[config.mk]
export PLATFORM = sky130hd
export DESIGN_NAME = grid_cell_contour_segments_unit
export DESIGN_NICKNAME = d
export VERILOG_FILES = /design/src/sv/gccs_pkg.sv /design/src/sv/gccs_xunit.sv /design/src/sv/grid_cell_contour_segments_unit.sv
export SDC_FILE = /design/constraint.sdc
export NUM_CORES = 2
export LEC_CHECK = 0
export BUFFER_PORTS_ARGS = -buffer_cell sky130_fd_sc_hd__buf_2
export CORE_UTILIZATION = 60
export DETAILED_ROUTE_END_ITERATION = 8
export PLACE_DENSITY = 0.78
export SLEW_MARGIN = 20
export SYNTH_ARGS = -nofsm -noshare
export SYNTH_HDL_FRONTEND = slang
export SYNTH_SLANG_ARGS = --single-unit
[constraint.sdc]
create_clock -name i_clk -period 33.3 [get_ports i_clk]
set_clock_uncertainty 0.1 [all_clocks]
set_input_delay 4.995 -clock i_clk [delete_from_list [all_inputs] [get_ports i_clk]]
set_output_delay 4.995 -clock i_clk [all_outputs]
set_load 0.005 [all_outputs]
[src/sv/gccs_pkg.sv]
// Shared types, constants and helper functions of the grid cell contour block.
// Used by gccs_xunit and grid_cell_contour_segments_unit; depends on nothing.
package gccs_pkg;

    // Internal widths: scaled height differences, their distance, level accumulator.
    localparam int H_W = 36;
    localparam int D_W = H_W + 1;
    localparam int L_W = 38;
    localparam int C_W = 32;
    localparam int N_W = H_W + C_W;

    // Configuration register indexes.
    localparam logic [1:0] CFG_BASE  = 2'd0;
    localparam logic [1:0] CFG_STEP  = 2'd1;
    localparam logic [1:0] CFG_COUNT = 2'd2;

    // Sign codes of a vertex height relative to the level.
    localparam logic [1:0] SGN_NEG  = 2'd0;
    localparam logic [1:0] SGN_ZERO = 2'd1;
    localparam logic [1:0] SGN_POS  = 2'd2;

    // Segment kinds of one triangle; X marks a crossing on an edge.
    typedef enum logic [3:0] {
        SEG_NONE, SEG_A_B, SEG_B_C, SEG_C_A, SEG_A_XBC, SEG_B_XCA,
        SEG_C_XAB, SEG_XAB_XBC, SEG_XBC_XCA, SEG_XCA_XAB
    } t_case;

    // Source of one segment end: a vertex or an edge crossing.
    typedef enum logic [2:0] {SRC_A, SRC_B, SRC_C, SRC_AB, SRC_BC, SRC_CA} t_src;

    typedef struct packed {
        t_src s;
        t_src e;
    } t_route;

    // Case table, indexed by sign(a)*9 + sign(centre)*3 + sign(c).
    localparam t_case CASE_TBL [27] = '{
        SEG_NONE,    SEG_NONE,  SEG_XBC_XCA,
        SEG_NONE,    SEG_B_C,   SEG_B_XCA,
        SEG_XAB_XBC, SEG_C_XAB, SEG_XCA_XAB,
        SEG_NONE,    SEG_C_A,   SEG_A_XBC,
        SEG_A_B,     SEG_C_A,   SEG_A_B,
        SEG_A_XBC,   SEG_C_A,   SEG_NONE,
        SEG_XCA_XAB, SEG_C_XAB, SEG_XAB_XBC,
        SEG_B_XCA,   SEG_B_C,   SEG_NONE,
        SEG_XBC_XCA, SEG_NONE,  SEG_NONE
    };

    // Top level sequencer states.
    typedef enum logic [3:0] {
        S_IDLE, S_SETUP, S_LEVEL, S_HCALC, S_TRI, S_COORD, S_WAIT, S_SEG, S_FIN
    } t_state;

    // Crossing unit states.
    typedef enum logic [1:0] {X_IDLE, X_MUL, X_DIV, X_DONE} t_xstate;

    // Request to the crossing unit.
    typedef struct packed {
        logic                  start;
        logic signed [H_W-1:0] ha;
        logic signed [H_W-1:0] hb;
        logic signed [C_W-1:0] ca;
        logic signed [C_W-1:0] cb;
    } t_xreq;

    // Status of the crossing unit.
    typedef struct packed {
        logic                  busy;
        logic                  done;
        logic signed [C_W-1:0] result;
    } t_xrsp;

    // Strobes from the sequencer to the datapath.
    typedef struct packed {
        logic load_item;
        logic setup;
        logic lvl_next;
        logic h_load;
        logic tri_next;
        logic route_load;
        logic cur_vert;
        logic cur_div;
        logic j_next;
        logic x_start;
        logic pend_load;
        logic out_load;
        logic out_last;
        logic pend_clear;
    } t_ctl;

    function automatic logic [1:0] sign_idx(input logic signed [H_W-1:0] h);
        logic [1:0] r;
        if (h == '0) begin
            r = SGN_ZERO;
        end else if (h[H_W-1]) begin
            r = SGN_NEG;
        end else begin
            r = SGN_POS;
        end
        return r;
    endfunction

    function automatic t_case case_code(input logic [1:0] sa, input logic [1:0] sb,
                                        input logic [1:0] sc);
        logic [4:0] idx;
        idx = 5'(sa) * 5'd9 + 5'(sb) * 5'd3 + 5'(sc);
        return CASE_TBL[idx];
    endfunction

    function automatic t_route case_route(input t_case c);
        t_route r;
        unique case (c)
            SEG_A_B:     r = '{s: SRC_A,  e: SRC_B};
            SEG_B_C:     r = '{s: SRC_B,  e: SRC_C};
            SEG_C_A:     r = '{s: SRC_C,  e: SRC_A};
            SEG_A_XBC:   r = '{s: SRC_A,  e: SRC_BC};
            SEG_B_XCA:   r = '{s: SRC_B,  e: SRC_CA};
            SEG_C_XAB:   r = '{s: SRC_C,  e: SRC_AB};
            SEG_XAB_XBC: r = '{s: SRC_AB, e: SRC_BC};
            SEG_XBC_XCA: r = '{s: SRC_BC, e: SRC_CA};
            SEG_XCA_XAB: r = '{s: SRC_CA, e: SRC_AB};
            default:     r = '{s: SRC_A,  e: SRC_A};
        endcase
        return r;
    endfunction

endpackage

[src/sv/gccs_xunit.sv]
// Serial edge crossing unit: ca + ha*(cb-ca)/(ha-hb), truncated toward ca.
// Shift-add multiply, then restoring divide, one bit per cycle. Uses gccs_pkg.
module gccs_xunit (
    input  logic            i_clk,
    input  logic            i_rst_n,
    input  gccs_pkg::t_xreq i_req,
    output gccs_pkg::t_xrsp o_rsp
);
    import gccs_pkg::*;

    t_xstate               r_state, n_state;
    logic [D_W-1:0]        r_d;
    logic [H_W-1:0]        r_ma;
    logic [C_W-1:0]        r_mdc;
    logic [C_W-1:0]        r_nlo;
    logic [N_W-1:0]        r_acc;
    logic [D_W-1:0]        r_rem;
    logic [4:0]            r_cnt;
    logic signed [C_W-1:0] r_ca;
    logic                  r_neg;

    logic signed [D_W-1:0] diff;
    logic [D_W-1:0]        d_in;
    logic [H_W-1:0]        ma_in;
    logic signed [C_W:0]   dc;
    logic [C_W:0]          mdc_in;
    logic                  degen;
    logic                  last;
    logic [N_W-1:0]        n_acc;
    logic [D_W:0]          trial;
    logic                  ge;
    logic [D_W-1:0]        n_rem;
    logic [C_W-1:0]        n_nlo;
    logic signed [C_W+1:0] sum;

    // Operand magnitudes and the degenerate-edge test.
    always_comb begin
        diff   = {i_req.ha[H_W-1], i_req.ha} - {i_req.hb[H_W-1], i_req.hb};
        d_in   = diff[D_W-1] ? D_W'(-diff) : D_W'(diff);
        ma_in  = i_req.ha[H_W-1] ? H_W'(-i_req.ha) : H_W'(i_req.ha);
        degen  = (d_in == '0) || ({1'b0, ma_in} > d_in);
        dc     = {i_req.cb[C_W-1], i_req.cb} - {i_req.ca[C_W-1], i_req.ca};
        mdc_in = dc[C_W] ? (C_W+1)'(-dc) : (C_W+1)'(dc);
    end

    // One multiply step and one divide step.
    always_comb begin
        last  = (r_cnt == 5'(C_W - 1));
        n_acc = {r_acc[N_W-2:0], 1'b0} + (r_mdc[C_W-1] ? N_W'(r_ma) : '0);
        trial = {r_rem, r_nlo[C_W-1]};
        ge    = (trial >= {1'b0, r_d});
        n_rem = ge ? D_W'(trial - {1'b0, r_d}) : trial[D_W-1:0];
        n_nlo = {r_nlo[C_W-2:0], ge};
    end

    // Next state.
    always_comb begin
        n_state = r_state;
        unique case (r_state)
            X_IDLE:  if (i_req.start) n_state = degen ? X_DONE : X_MUL;
            X_MUL:   if (last) n_state = X_DIV;
            X_DIV:   if (last) n_state = X_DONE;
            X_DONE:  n_state = X_IDLE;
            default: n_state = X_IDLE;
        endcase
    end

    // Status and the saturated result.
    always_comb begin
        sum = r_neg ? ({{2{r_ca[C_W-1]}}, r_ca} - {2'b00, r_nlo})
                    : ({{2{r_ca[C_W-1]}}, r_ca} + {2'b00, r_nlo});
        o_rsp.busy = (r_state != X_IDLE);
        o_rsp.done = (r_state == X_DONE);
        if (sum > (C_W+2)'(signed'(33'sh0_7FFF_FFFF))) begin
            o_rsp.result = {1'b0, {(C_W-1){1'b1}}};
        end else if (sum < -(C_W+2)'(signed'(34'sh0_8000_0000))) begin
            o_rsp.result = {1'b1, {(C_W-1){1'b0}}};
        end else begin
            o_rsp.result = sum[C_W-1:0];
        end
    end

    always_ff @(posedge i_clk) begin
        if (!i_rst_n) begin
            r_state <= X_IDLE;
        end else begin
            r_state <= n_state;
        end
    end

    // Datapath registers.
    always_ff @(posedge i_clk) begin
        unique case (r_state)
            X_IDLE: begin
                if (i_req.start) begin
                    r_d   <= d_in;
                    r_ma  <= ma_in;
                    r_mdc <= mdc_in[C_W-1:0];
                    r_ca  <= i_req.ca;
                    r_neg <= dc[C_W];
                    r_acc <= '0;
                    r_cnt <= '0;
                    r_nlo <= '0;
                end
            end
            X_MUL: begin
                r_acc <= n_acc;
                r_mdc <= {r_mdc[C_W-2:0], 1'b0};
                r_cnt <= r_cnt + 5'd1;
                if (last) begin
                    r_rem <= D_W'(n_acc[N_W-1:C_W]);
                    r_nlo <= n_acc[C_W-1:0];
                end
            end
            X_DIV: begin
                r_rem <= n_rem;
                r_nlo <= n_nlo;
                r_cnt <= r_cnt + 5'd1;
            end
            default: ;
        endcase
    end

endmodule

[src/sv/grid_cell_contour_segments_unit.sv]
// Contour segments of one grid cell, top level: sequencer, level walk, segment buffering.
// Depends on gccs_pkg and the serial crossing unit gccs_xunit.
//
// One cell is taken at a time and the input is not ready until its last segment has moved
// to the output register. Only levels within the cell's height range are split into
// triangles. Every interpolated coordinate of a segment (a segment has none, two or four)
// runs through the one serial multiply-divide unit, 32 multiply steps and 32 divide steps.
// Segments come out in order of rising level, then triangle, and the cell's final segment
// carries the last flag; a cell with no segments produces no beat.
module grid_cell_contour_segments_unit #(
    parameter int MAX_LEVELS = 16
) (
    input  logic        i_clk,
    input  logic        i_rst_n,
    input  logic        i_cfg_wr_en,
    input  logic [1:0]  i_cfg_index,
    input  logic [31:0] i_cfg_data,
    input  logic        i_in_valid,
    output logic        o_in_ready,
    input  logic signed [31:0] i_height_lo_lo,
    input  logic signed [31:0] i_height_hi_lo,
    input  logic signed [31:0] i_height_hi_hi,
    input  logic signed [31:0] i_height_lo_hi,
    input  logic signed [31:0] i_xcoord_first,
    input  logic signed [31:0] i_xcoord_second,
    input  logic signed [31:0] i_ycoord_first,
    input  logic signed [31:0] i_ycoord_second,
    output logic        o_out_valid,
    input  logic        i_out_ready,
    output logic [3:0]  o_level_index,
    output logic signed [31:0] o_start_x,
    output logic signed [31:0] o_start_y,
    output logic signed [31:0] o_end_x,
    output logic signed [31:0] o_end_y,
    output logic        o_last_segment
);
    import gccs_pkg::*;

    localparam int K_W = $clog2(MAX_LEVELS + 1);

    // Configuration registers.
    logic signed [31:0]    r_base;
    logic [30:0]           r_step;
    logic [4:0]            r_count;

    // Sequencer and cell registers.
    t_state                r_state, n_state;
    logic signed [31:0]    r_v1, r_v2, r_v3, r_v4;
    logic signed [31:0]    r_x0, r_x1, r_y0, r_y1, r_xm, r_ym;
    logic signed [L_W-1:0] r_dmin, r_dmax, r_lev;
    logic [K_W-1:0]        r_k, r_cnt;
    logic signed [H_W-1:0] r_h0, r_h1, r_h2, r_h3, r_h4;
    logic [1:0]            r_tri;
    t_route                r_route;
    logic [1:0]            r_j;
    logic signed [31:0]    r_cur [4];
    logic                  r_pend_v;
    logic [3:0]            r_pend_lvl;
    logic signed [31:0]    r_pend [4];
    logic                  r_out_v;
    logic [3:0]            r_out_lvl;
    logic signed [31:0]    r_out [4];
    logic                  r_out_last;

    t_ctl                  ctl;
    t_xreq                 xreq;
    t_xrsp                 xrsp;

    logic signed [31:0]    dmin, dmax, xm, ym;
    logic signed [32:0]    xsum, ysum, xadj, yadj;
    logic                  k_end, in_rng, out_free, seg_go;
    logic signed [L_W-1:0] dv1, dv2, dv3, dv4, dsum;
    logic signed [H_W-1:0] ha, hc;
    logic signed [31:0]    xa, ya, xc, yc;
    logic signed [31:0]    pa, pm, pc;
    t_case                 tri_code;
    t_src                  src;
    logic                  axis, is_edge;
    logic signed [31:0]    vert_val;

    gccs_xunit u_xunit (
        .i_clk   (i_clk),
        .i_rst_n (i_rst_n),
        .i_req   (xreq),
        .o_rsp   (xrsp)
    );

    // Cell range and centre position.
    always_comb begin
        dmin = r_v1;
        dmax = r_v1;
        if (r_v2 < dmin) dmin = r_v2;
        if (r_v2 > dmax) dmax = r_v2;
        if (r_v3 < dmin) dmin = r_v3;
        if (r_v3 > dmax) dmax = r_v3;
        if (r_v4 < dmin) dmin = r_v4;
        if (r_v4 > dmax) dmax = r_v4;
        xsum = {r_x0[31], r_x0} + {r_x1[31], r_x1};
        ysum = {r_y0[31], r_y0} + {r_y1[31], r_y1};
        xadj = xsum + {32'd0, xsum[32] & xsum[0]};
        yadj = ysum + {32'd0, ysum[32] & ysum[0]};
        xm   = xadj[32:1];
        ym   = yadj[32:1];
    end

    // Level tests and height differences against the current level.
    always_comb begin
        k_end  = (r_k == r_cnt);
        in_rng = (r_lev >= r_dmin) && (r_lev <= r_dmax);
        dv1    = {{(L_W-32){r_v1[31]}}, r_v1} - r_lev;
        dv2    = {{(L_W-32){r_v2[31]}}, r_v2} - r_lev;
        dv3    = {{(L_W-32){r_v3[31]}}, r_v3} - r_lev;
        dv4    = {{(L_W-32){r_v4[31]}}, r_v4} - r_lev;
        dsum   = dv1 + dv2 + dv3 + dv4;
    end

    // Outer corners of the current triangle: a is corner r_tri+1, c the next one around.
    always_comb begin
        unique case (r_tri)
            2'd0: begin
                ha = r_h1; xa = r_x0; ya = r_y0;
                hc = r_h2; xc = r_x1; yc = r_y0;
            end
            2'd1: begin
                ha = r_h2; xa = r_x1; ya = r_y0;
                hc = r_h3; xc = r_x1; yc = r_y1;
            end
            2'd2: begin
                ha = r_h3; xa = r_x1; ya = r_y1;
                hc = r_h4; xc = r_x0; yc = r_y1;
            end
            default: begin
                ha = r_h4; xa = r_x0; ya = r_y1;
                hc = r_h1; xc = r_x0; yc = r_y0;
            end
        endcase
        tri_code = case_code(sign_idx(ha), sign_idx(r_h0), sign_idx(hc));
    end

    // Source of the coordinate being built and the crossing request for it.
    always_comb begin
        src     = r_j[1] ? r_route.e : r_route.s;
        axis    = r_j[0];
        pa      = axis ? ya : xa;
        pm      = axis ? r_ym : r_xm;
        pc      = axis ? yc : xc;
        is_edge = (src == SRC_AB) || (src == SRC_BC) || (src == SRC_CA);
        unique case (src)
            SRC_A:   vert_val = pa;
            SRC_B:   vert_val = pm;
            SRC_C:   vert_val = pc;
            default: vert_val = pa;
        endcase
        xreq.start = ctl.x_start;
        unique case (src)
            SRC_BC: begin
                xreq.ha = r_h0; xreq.hb = hc; xreq.ca = pm; xreq.cb = pc;
            end
            SRC_CA: begin
                xreq.ha = hc; xreq.hb = ha; xreq.ca = pc; xreq.cb = pa;
            end
            default: begin
                xreq.ha = ha; xreq.hb = r_h0; xreq.ca = pa; xreq.cb = pm;
            end
        endcase
    end

    assign out_free = !r_out_v || i_out_ready;
    assign seg_go   = !r_pend_v || out_free;

    // Next state.
    always_comb begin
        n_state = r_state;
        unique case (r_state)
            S_IDLE:  if (i_in_valid) n_state = S_SETUP;
            S_SETUP: n_state = S_LEVEL;
            S_LEVEL: begin
                if (k_end) begin
                    n_state = S_FIN;
                end else if (in_rng) begin
                    n_state = S_HCALC;
                end
            end
            S_HCALC: n_state = S_TRI;
            S_TRI: begin
                if (tri_code != SEG_NONE) begin
                    n_state = S_COORD;
                end else if (r_tri == 2'd3) begin
                    n_state = S_LEVEL;
                end
            end
            S_COORD: begin
                if (is_edge) begin
                    n_state = S_WAIT;
                end else if (r_j == 2'd3) begin
                    n_state = S_SEG;
                end
            end
            S_WAIT: begin
                if (xrsp.done) n_state = (r_j == 2'd3) ? S_SEG : S_COORD;
            end
            S_SEG: begin
                if (seg_go) n_state = (r_tri == 2'd3) ? S_LEVEL : S_TRI;
            end
            S_FIN: begin
                if (!r_pend_v || out_free) n_state = S_IDLE;
            end
            default: n_state = S_IDLE;
        endcase
    end

    // Datapath strobes.
    always_comb begin
        ctl = '0;
        unique case (r_state)
            S_IDLE:  ctl.load_item = i_in_valid;
            S_SETUP: ctl.setup = 1'b1;
            S_LEVEL: ctl.lvl_next = !k_end && !in_rng;
            S_HCALC: ctl.h_load = 1'b1;
            S_TRI: begin
                if (tri_code == SEG_NONE) begin
                    ctl.tri_next = 1'b1;
                    ctl.lvl_next = (r_tri == 2'd3);
                end else begin
                    ctl.route_load = 1'b1;
                end
            end
            S_COORD: begin
                if (is_edge) begin
                    ctl.x_start = 1'b1;
                end else begin
                    ctl.cur_vert = 1'b1;
                    ctl.j_next   = 1'b1;
                end
            end
            S_WAIT: begin
                ctl.cur_div = xrsp.done;
                ctl.j_next  = xrsp.done;
            end
            S_SEG: begin
                if (seg_go) begin
                    ctl.pend_load = 1'b1;
                    ctl.out_load  = r_pend_v;
                    ctl.tri_next  = 1'b1;
                    ctl.lvl_next  = (r_tri == 2'd3);
                end
            end
            S_FIN: begin
                if (r_pend_v && out_free) begin
                    ctl.out_load   = 1'b1;
                    ctl.out_last   = 1'b1;
                    ctl.pend_clear = 1'b1;
                end
            end
            default: ;
        endcase
    end

    // Control state and configuration.
    always_ff @(posedge i_clk) begin
        if (!i_rst_n) begin
            r_state  <= S_IDLE;
            r_pend_v <= 1'b0;
            r_out_v  <= 1'b0;
            r_base   <= '0;
            r_step   <= 31'd65536;
            r_count  <= 5'd1;
        end else begin
            r_state <= n_state;
            if (ctl.pend_load) begin
                r_pend_v <= 1'b1;
            end else if (ctl.pend_clear) begin
                r_pend_v <= 1'b0;
            end
            if (ctl.out_load) begin
                r_out_v <= 1'b1;
            end else if (i_out_ready) begin
                r_out_v <= 1'b0;
            end
            if (i_cfg_wr_en) begin
                unique case (i_cfg_index)
                    CFG_BASE:  r_base  <= i_cfg_data;
                    CFG_STEP:  r_step  <= i_cfg_data[30:0];
                    CFG_COUNT: r_count <= i_cfg_data[4:0];
                    default: ;
                endcase
            end
        end
    end

    // Cell, level and segment registers.
    always_ff @(posedge i_clk) begin
        if (ctl.load_item) begin
            r_v1 <= i_height_lo_lo;
            r_v2 <= i_height_hi_lo;
            r_v3 <= i_height_hi_hi;
            r_v4 <= i_height_lo_hi;
            r_x0 <= i_xcoord_first;
            r_x1 <= i_xcoord_second;
            r_y0 <= i_ycoord_first;
            r_y1 <= i_ycoord_second;
        end
        if (ctl.setup) begin
            r_dmin <= {{(L_W-32){dmin[31]}}, dmin};
            r_dmax <= {{(L_W-32){dmax[31]}}, dmax};
            r_xm   <= xm;
            r_ym   <= ym;
            r_lev  <= {{(L_W-32){r_base[31]}}, r_base};
            r_k    <= '0;
            if (32'(r_count) > MAX_LEVELS) begin
                r_cnt <= K_W'(MAX_LEVELS);
            end else begin
                r_cnt <= K_W'(r_count);
            end
        end
        if (ctl.lvl_next) begin
            r_k   <= r_k + K_W'(1);
            r_lev <= r_lev + L_W'(r_step);
        end
        if (ctl.h_load) begin
            r_h1  <= H_W'(dv1 <<< 2);
            r_h2  <= H_W'(dv2 <<< 2);
            r_h3  <= H_W'(dv3 <<< 2);
            r_h4  <= H_W'(dv4 <<< 2);
            r_h0  <= H_W'(dsum);
            r_tri <= 2'd0;
        end
        if (ctl.tri_next) begin
            r_tri <= r_tri + 2'd1;
        end
        if (ctl.route_load) begin
            r_route <= case_route(tri_code);
            r_j     <= 2'd0;
        end
        if (ctl.cur_vert) begin
            r_cur[r_j] <= vert_val;
        end else if (ctl.cur_div) begin
            r_cur[r_j] <= xrsp.result;
        end
        if (ctl.j_next) begin
            r_j <= r_j + 2'd1;
        end
        if (ctl.out_load) begin
            r_out_lvl  <= r_pend_lvl;
            r_out      <= r_pend;
            r_out_last <= ctl.out_last;
        end
        if (ctl.pend_load) begin
            r_pend_lvl <= 4'(r_k);
            r_pend     <= r_cur;
        end
    end

    assign o_in_ready     = (r_state == S_IDLE);
    assign o_out_valid    = r_out_v;
    assign o_level_index  = r_out_lvl;
    assign o_start_x      = r_out[0];
    assign o_start_y      = r_out[1];
    assign o_end_x        = r_out[2];
    assign o_end_y        = r_out[3];
    assign o_last_segment = r_out_last;

    // A crossing is only awaited while the unit is working on it.
    a_wait_busy: assert property (@(posedge i_clk) disable iff (!i_rst_n)
        r_state == S_WAIT |-> xrsp.busy)
        else $error("waiting on an idle crossing unit");

    // A finished cell leaves no segment behind in the holding register.
    a_idle_empty: assert property (@(posedge i_clk) disable iff (!i_rst_n)
        r_state == S_IDLE |-> !r_pend_v)
        else $error("segment left pending at end of cell");

    // The level counter never runs past the clamped count.
    a_k_bound: assert property (@(posedge i_clk) disable iff (!i_rst_n)
        (r_state != S_IDLE && r_state != S_SETUP) |-> r_k <= r_cnt)
        else $error("level index past count");

    // A segment is only finished after its coordinates were built.
    a_seg_entry: assert property (@(posedge i_clk) disable iff (!i_rst_n)
        $rose(r_state == S_SEG) |->
            ($past(r_state) == S_COORD || $past(r_state) == S_WAIT))
        else $error("segment entered without coordinate steps");

    // The last flag only goes out with the cell's final beat.
    a_last_fin: assert property (@(posedge i_clk) disable iff (!i_rst_n)
        ctl.out_last |=> (r_state == S_IDLE && o_last_segment && o_out_valid))
        else $error("last flag without end of cell");

endmodule
# --- Word level (Yosys, flattened, before mapping) ---
# Memory sizes are Yosys's and may differ from the RTL's. A register that Yosys moved wholly into a read port is not among the register bits.
# Cells that the tools add are included.
word_totals:
  word_cells: 287
  in_bits: 295
  reg_bits: 1356
  rom_bits: 224
  output_inout_bits: 135
  n_memories: 2
classes:
  bitwise: 4
  mux: 103
  n_eq_ne: 34
  reduce_logical: 46
  n_lt_le_gt_ge: 16
  multipliers: 2
  addsub: 27
memory_table:
  columns: ["memory", "depth", "width", "read_ports", "rd_clocked_by_memory_dff", "write_ports", "line", "rtl"]
  rows:
  - ["(no name shown)", 32, 4, 1, 0, 0, "gccs_pkg.sv:107", "return CASE_TBL[idx];"]
  - ["(no name shown)", 16, 6, 1, 1, 0, "gccs_pkg.sv:112", "unique case (c)"]
ops:
  columns: ["op", "n"]
  rows:
  - ["two-way mux 32 bit", 20]
  - ["one-hot mux 136 bit (2 select lines)", 1]
  - ["bitwise mux 128 bit", 2]
  - ["two-way mux 128 bit", 2]
  - ["one-hot mux 36 bit (3 select lines)", 2]
  - ["subtractor 36 bit", 4]
  - ["one-hot mux 67 bit (2 select lines)", 1]
  - ["one-hot mux 32 bit (2 select lines)", 2]
  - ["two-way mux 37 bit", 3]
  - ["adder 36 bit", 3]
  - ["logical NOT 36 bit", 3]
  - ["greater-than comparator 32 bit", 3]
  - ["< comparator 32 bit", 3]
  - ["one-hot mux 32 bit (3 select lines)", 1]
  - ["two-way mux 38 bit", 2]
  - ["one-hot mux 37 bit (2 select lines)", 1]
  - ["two-way mux 36 bit", 2]
  - ["adder 68 x 36 -> 68 bit", 1]
  - ["two-way mux 67 bit", 1]
  - ["adder 32 x 32 -> 33 bit", 2]
  - ["adder 33 x 1 -> 33 bit", 2]
  - ["demux 32 bit (select 2 bit)", 1]
  - ["two-way mux 4 bit", 12]
  - ["adder 38 x 31 -> 38 bit", 1]
  - ["64 further kinds", 157]

# --- Longest topological paths before layout ---
logic_depth:
  word_depth: 16
  depth_mapped: 45
  ltp_nobuf: 39

# --- Cells and area by module ---
# Synthesis repeated with hierarchy kept, for this count alone.
unflattened:
  hier_cells: 9214
  area_unflattened_um2: 92122.1
modules_own_cells:
  columns: ["module", "instances", "seq_area_each_um2", "cells_each", "area_per_inst_um2"]
  rows:
  - ["grid_cell_contour_segments_unit", 1, 31720.4, 6386, 66936.7]
  - ["gccs_xunit", 1, 8418.1, 2828, 25185.4]

# --- Worst setup path before layout ---
# No wires, ideal clock.
synth_timing:
  path_kind: "input to register"
  startpoint: "in i_out_ready"
  endpoint: "reg r_out, in the netlist o_end_x[0], enable pin"
  t_required_ns: 32.383
  setup_slack_ns: 17.668
  n_path_buf: 0
  arrival_ns: 14.715
  cell_stages: 2
  setup_ns: 0.817
  cell_sequence: "nor2b_1 -> nor3b_1"
synth_lines:
  columns: ["item", "line", "rtl"]
  rows:
  - ["from (decl)", "grid_cell_contour_segments_unit.sv:29", "input logic i_out_ready,"]
  - ["to (signal assigned)", "grid_cell_contour_segments_unit.sv:345", "r_out <= r_pend;"]
  - ["to (decl)", "grid_cell_contour_segments_unit.sv:62", "logic signed [31:0] r_out [4];"]

# --- Final worst setup path ---
layout_timing:
  startpoint: "reg r_v1[1]"
  endpoint: "reg r_dmax[7] (data pin)"
layout_between:
  elab_chain_cells: 6
layout_rtl:
  columns: ["item", "line", "rtl"]
  rows:
  - ["from (decl)", "grid_cell_contour_segments_unit.sv:48", "logic signed [31:0] r_v1, r_v2, r_v3, r_v4;"]
  - ["from (signal assigned)", "grid_cell_contour_segments_unit.sv:294", "r_v1 <= i_height_lo_lo;"]
  - ["greater-than comparator 32 bit", "grid_cell_contour_segments_unit.sv:93", "if (r_v2 > dmax) dmax = r_v2;"]
  - ["two-way mux 32 bit *", "grid_cell_contour_segments_unit.sv:93", null]
  - ["greater-than comparator 32 bit", "grid_cell_contour_segments_unit.sv:95", "if (r_v3 > dmax) dmax = r_v3;"]
  - ["two-way mux 32 bit *", "grid_cell_contour_segments_unit.sv:95", null]
  - ["greater-than comparator 32 bit", "grid_cell_contour_segments_unit.sv:97", "if (r_v4 > dmax) dmax = r_v4;"]
  - ["two-way mux 32 bit *", "grid_cell_contour_segments_unit.sv:97", null]
  - ["named net dmax[7]", "grid_cell_contour_segments_unit.sv:69", "logic signed [31:0] dmin, dmax, xm, ym;"]
  - ["to (signal assigned)", "grid_cell_contour_segments_unit.sv:305", "r_dmax <= {{(L_W-32){dmax[31]}}, dmax};"]
  - ["to (decl)", "grid_cell_contour_segments_unit.sv:50", "logic signed [L_W-1:0] r_dmin, r_dmax, r_lev;"]
# Mark *: on every way through the listed nets, which the timed path passes. The rest lies on a longest branch.
# A chain may end at the register's enable or synchronous reset.

==> flow_metrics.tcl <==
set metrics [dict create \
    ys.flop_type "edfxtp_1" \
    setup_viol 0 \
    synth_edf_count 1286 \
    portBuffers 429 \
    totalWireLength_mm 288 \
    period_share_pct 31.9 \
    dp_slack_ns 22.79 \
    cpPeakStageDelay_ns 0.72 \
    yosys_warnings 0 \
    core_area_um2 153000 \
    grtUsageMet1_pct 51.1 \
    critPathCaptureType "flip-flop" \
    max_slew_margin_pct 22.1 \
    grt_pass1_vias 71379 \
    start_util_pct 60.7 \
    worst_slack_ns 22.69 \
    fin_area_um2 102000 \
    die_x_um 395 \
    synthArstFlopShare_pct 0 \
    drt_iter0_markers 8905 \
    drc 3 \
    worstPathArrival_ns 11.06 \
    place_area_um2 96800 \
    cts_tree "done" \
    place.gp.congestion 1.02 \
    ant_nets 0 \
    post_cts_buffers 0 \
    slowest_stage "buf_4" \
    grt_start_max_net_pins 173 \
    rsz0062_at_grt "false" \
    vias 75484 \
    critPathKind "reg -> reg" \
    hold_viol_final 0 \
    fin_setup_tns_ns 0 \
    crit_path_frequent_cell "a21o_1" \
    synth-seq-cells 1362 \
    die-area_um2 156000 \
    crit_fanout 93 \
    drt_first_pass_iters 9 \
    outcome "finished with violations" \
    fillers 11625 \
    syn_inst 9192 \
    grt_util_met3_pct 6.86 \
    grtUsageMet2_pct 54.1 \
    finalNetCount 10628 \
    avgSynthCellArea_um2 10.1 \
    cts_resized 0 \
    die_h_um 395 \
    yosysSeqAreaShare_pct 43.4 \
    htreeDepth 4 \
    boundaryPins 430 \
    cts_buffers 146 \
    fp-row-count 143 \
    place_hpwl_mm 221 \
    busiest_layer "met2" \
    multi_input_area_um2 49400 \
    wire_per_inst_um 24.7 \
    cts_root_buf "clkbuf_16" \
    synthesis.nets 10316 \
    cap_violations 0 \
    antenna_found_initial 23 \
    slew_viol_final 0 \
    max_freq_mhz 94.2 \
    clk_path_buf_depth 3 \
    drive_gt1_share_pct 10.4 \
    vias_per_cell 6.47 \
    worstPathRequired_ns 33.75 \
    clock_sinks 1362 \
    whs_ns 0.306 \
    clk_pin_slew_ns 0.07 \
    clk_latency_ns 0.82 \
    start_kind "flip-flop" \
    cts_hold_buf 0 \
    seq_area_um2 40100 \
    tightestPinTransition_ns 1.16 \
    grt_pass1_wl_mm 428 \
    hold_class "reg -> reg" \
    netlist-cell-type-count 129 \
    grt_overflow 0 \
    period_needed_ns 10.61 \
    violations "DRC" \
    syn_to_final_growth_pct 10.0 \
    track_usage_pct 36.0 \
    synth_area_um2 92600 \
]
[kinds of logic after synthesis]
group | Yosys count | share of synthesized area, %
XOR/XNOR | 583 | 5.55
flip-flops | 1362 | 43.4
AO/OA/AOI/OAI | 2507 | 17.7
buffers and inverters | 862 | 3.58
AND/OR/NAND/NOR | 2790 | 15.0
multiplexers | 259 | 2.94
adder cells (fa/ha/maj) | 829 | 11.9
[synthesized netlist by cell type, types with 175 or more instances]
master	instances	area share [%]
ha_1	744	10
a21oi_1	734	4.0
xnor2_1	405	3.8
inv_1	512	2.1
o21ai_0	490	2.6
nand2_1	750	3.0
nor3_1	186	1.0
clkbuf_1	267	1.1
a21o_1	275	2.2
xor2_1	175	1.7
nor2_1	686	2.8
and2_1	179	1.2
edfxtp_1	1286	42
[state kept, by name, indices dropped and copies added, names as in the netlist, 34 cells and up]
register,count
u_xunit.r_rem,37
r_cur,128
r_h1,34
r_h0,36
r_h4,34
r_h2,34
r_pend,128
r_h3,34
u_xunit.r_acc,67
u_xunit.r_ma,36
r_lev,38
u_xunit.r_d,37
[per-stage QoR]
step                      util, %  std cells
after floorplan                 -       9192
after global placement       63.4      11386
after detailed placement     63.4      11386
after CTS                    66.7      11653
after global routing         66.7      11662
final                        66.7      11665
[area by class of cell]
class                      instances  share of cell area (%)
clock buffer                     170                    3.70
antenna                           12                  0.0295
multi-input combinational       6968                    48.5
inverter                         517                    1.91
timing repair buffer             509                    2.72
clock inverter                    97                    1.25
sequential                      1362                    39.4
tap                             2030                    2.49
[worst max-delay path, delay by kind of cell (launching register included)]
| kind | cells | cell delay [ns] |
|---|---|---|
| simple gates | 12 | 1.86 |
| flops | 1 | 0.49 |
| buf+inv | 6 | 2.33 |
| fa+ha+maj | 3 | 0.87 |
| mux | 1 | 0.44 |
| compound gates | 21 | 4.23 |
[placed cells by master (no fill, tap or decap), types with 275 or more instances in the layout]
cell / Yosys / routed
o21ai_0: 490 / 488
a21o_1: 275 / 275
ha_1: 744 / 740
a21oi_1: 734 / 734
xnor2_1: 405 / 405
edfxtp_1: 1286 / 1286
nand2_1: 750 / 749
inv_1: 512 / 510
buf_2: 35 / 429
nor2_1: 686 / 679
[final timing paths]
kind / from / endpoint / slack (ns) / cells after the start
setup / recovery: r_v1[1] / r_dmax[7] / 22.69 / 43
hold / removal: r_pend[40] / o_end_x[8] / 0.31 / 0
setup reg to reg: r_v1[1] / r_dmax[7] / 22.69 / 43
hold reg to reg: r_pend[40] / o_end_x[8] / 0.31 / 0
[layer usage]
metal / wire length [µm] / vias up / share of wire (%)
li1: - / 34709 / -
met1: 121000 / 36302 / 42
met3: 29600 / 603 / 10
met2: 124000 / 3854 / 43
met5: 95 / - / 0.033
met4: 13000 / 16 / 4.5
Power is not shown: default switching activity piles up to over one toggle a cycle in this logic, so the estimate is an artifact.
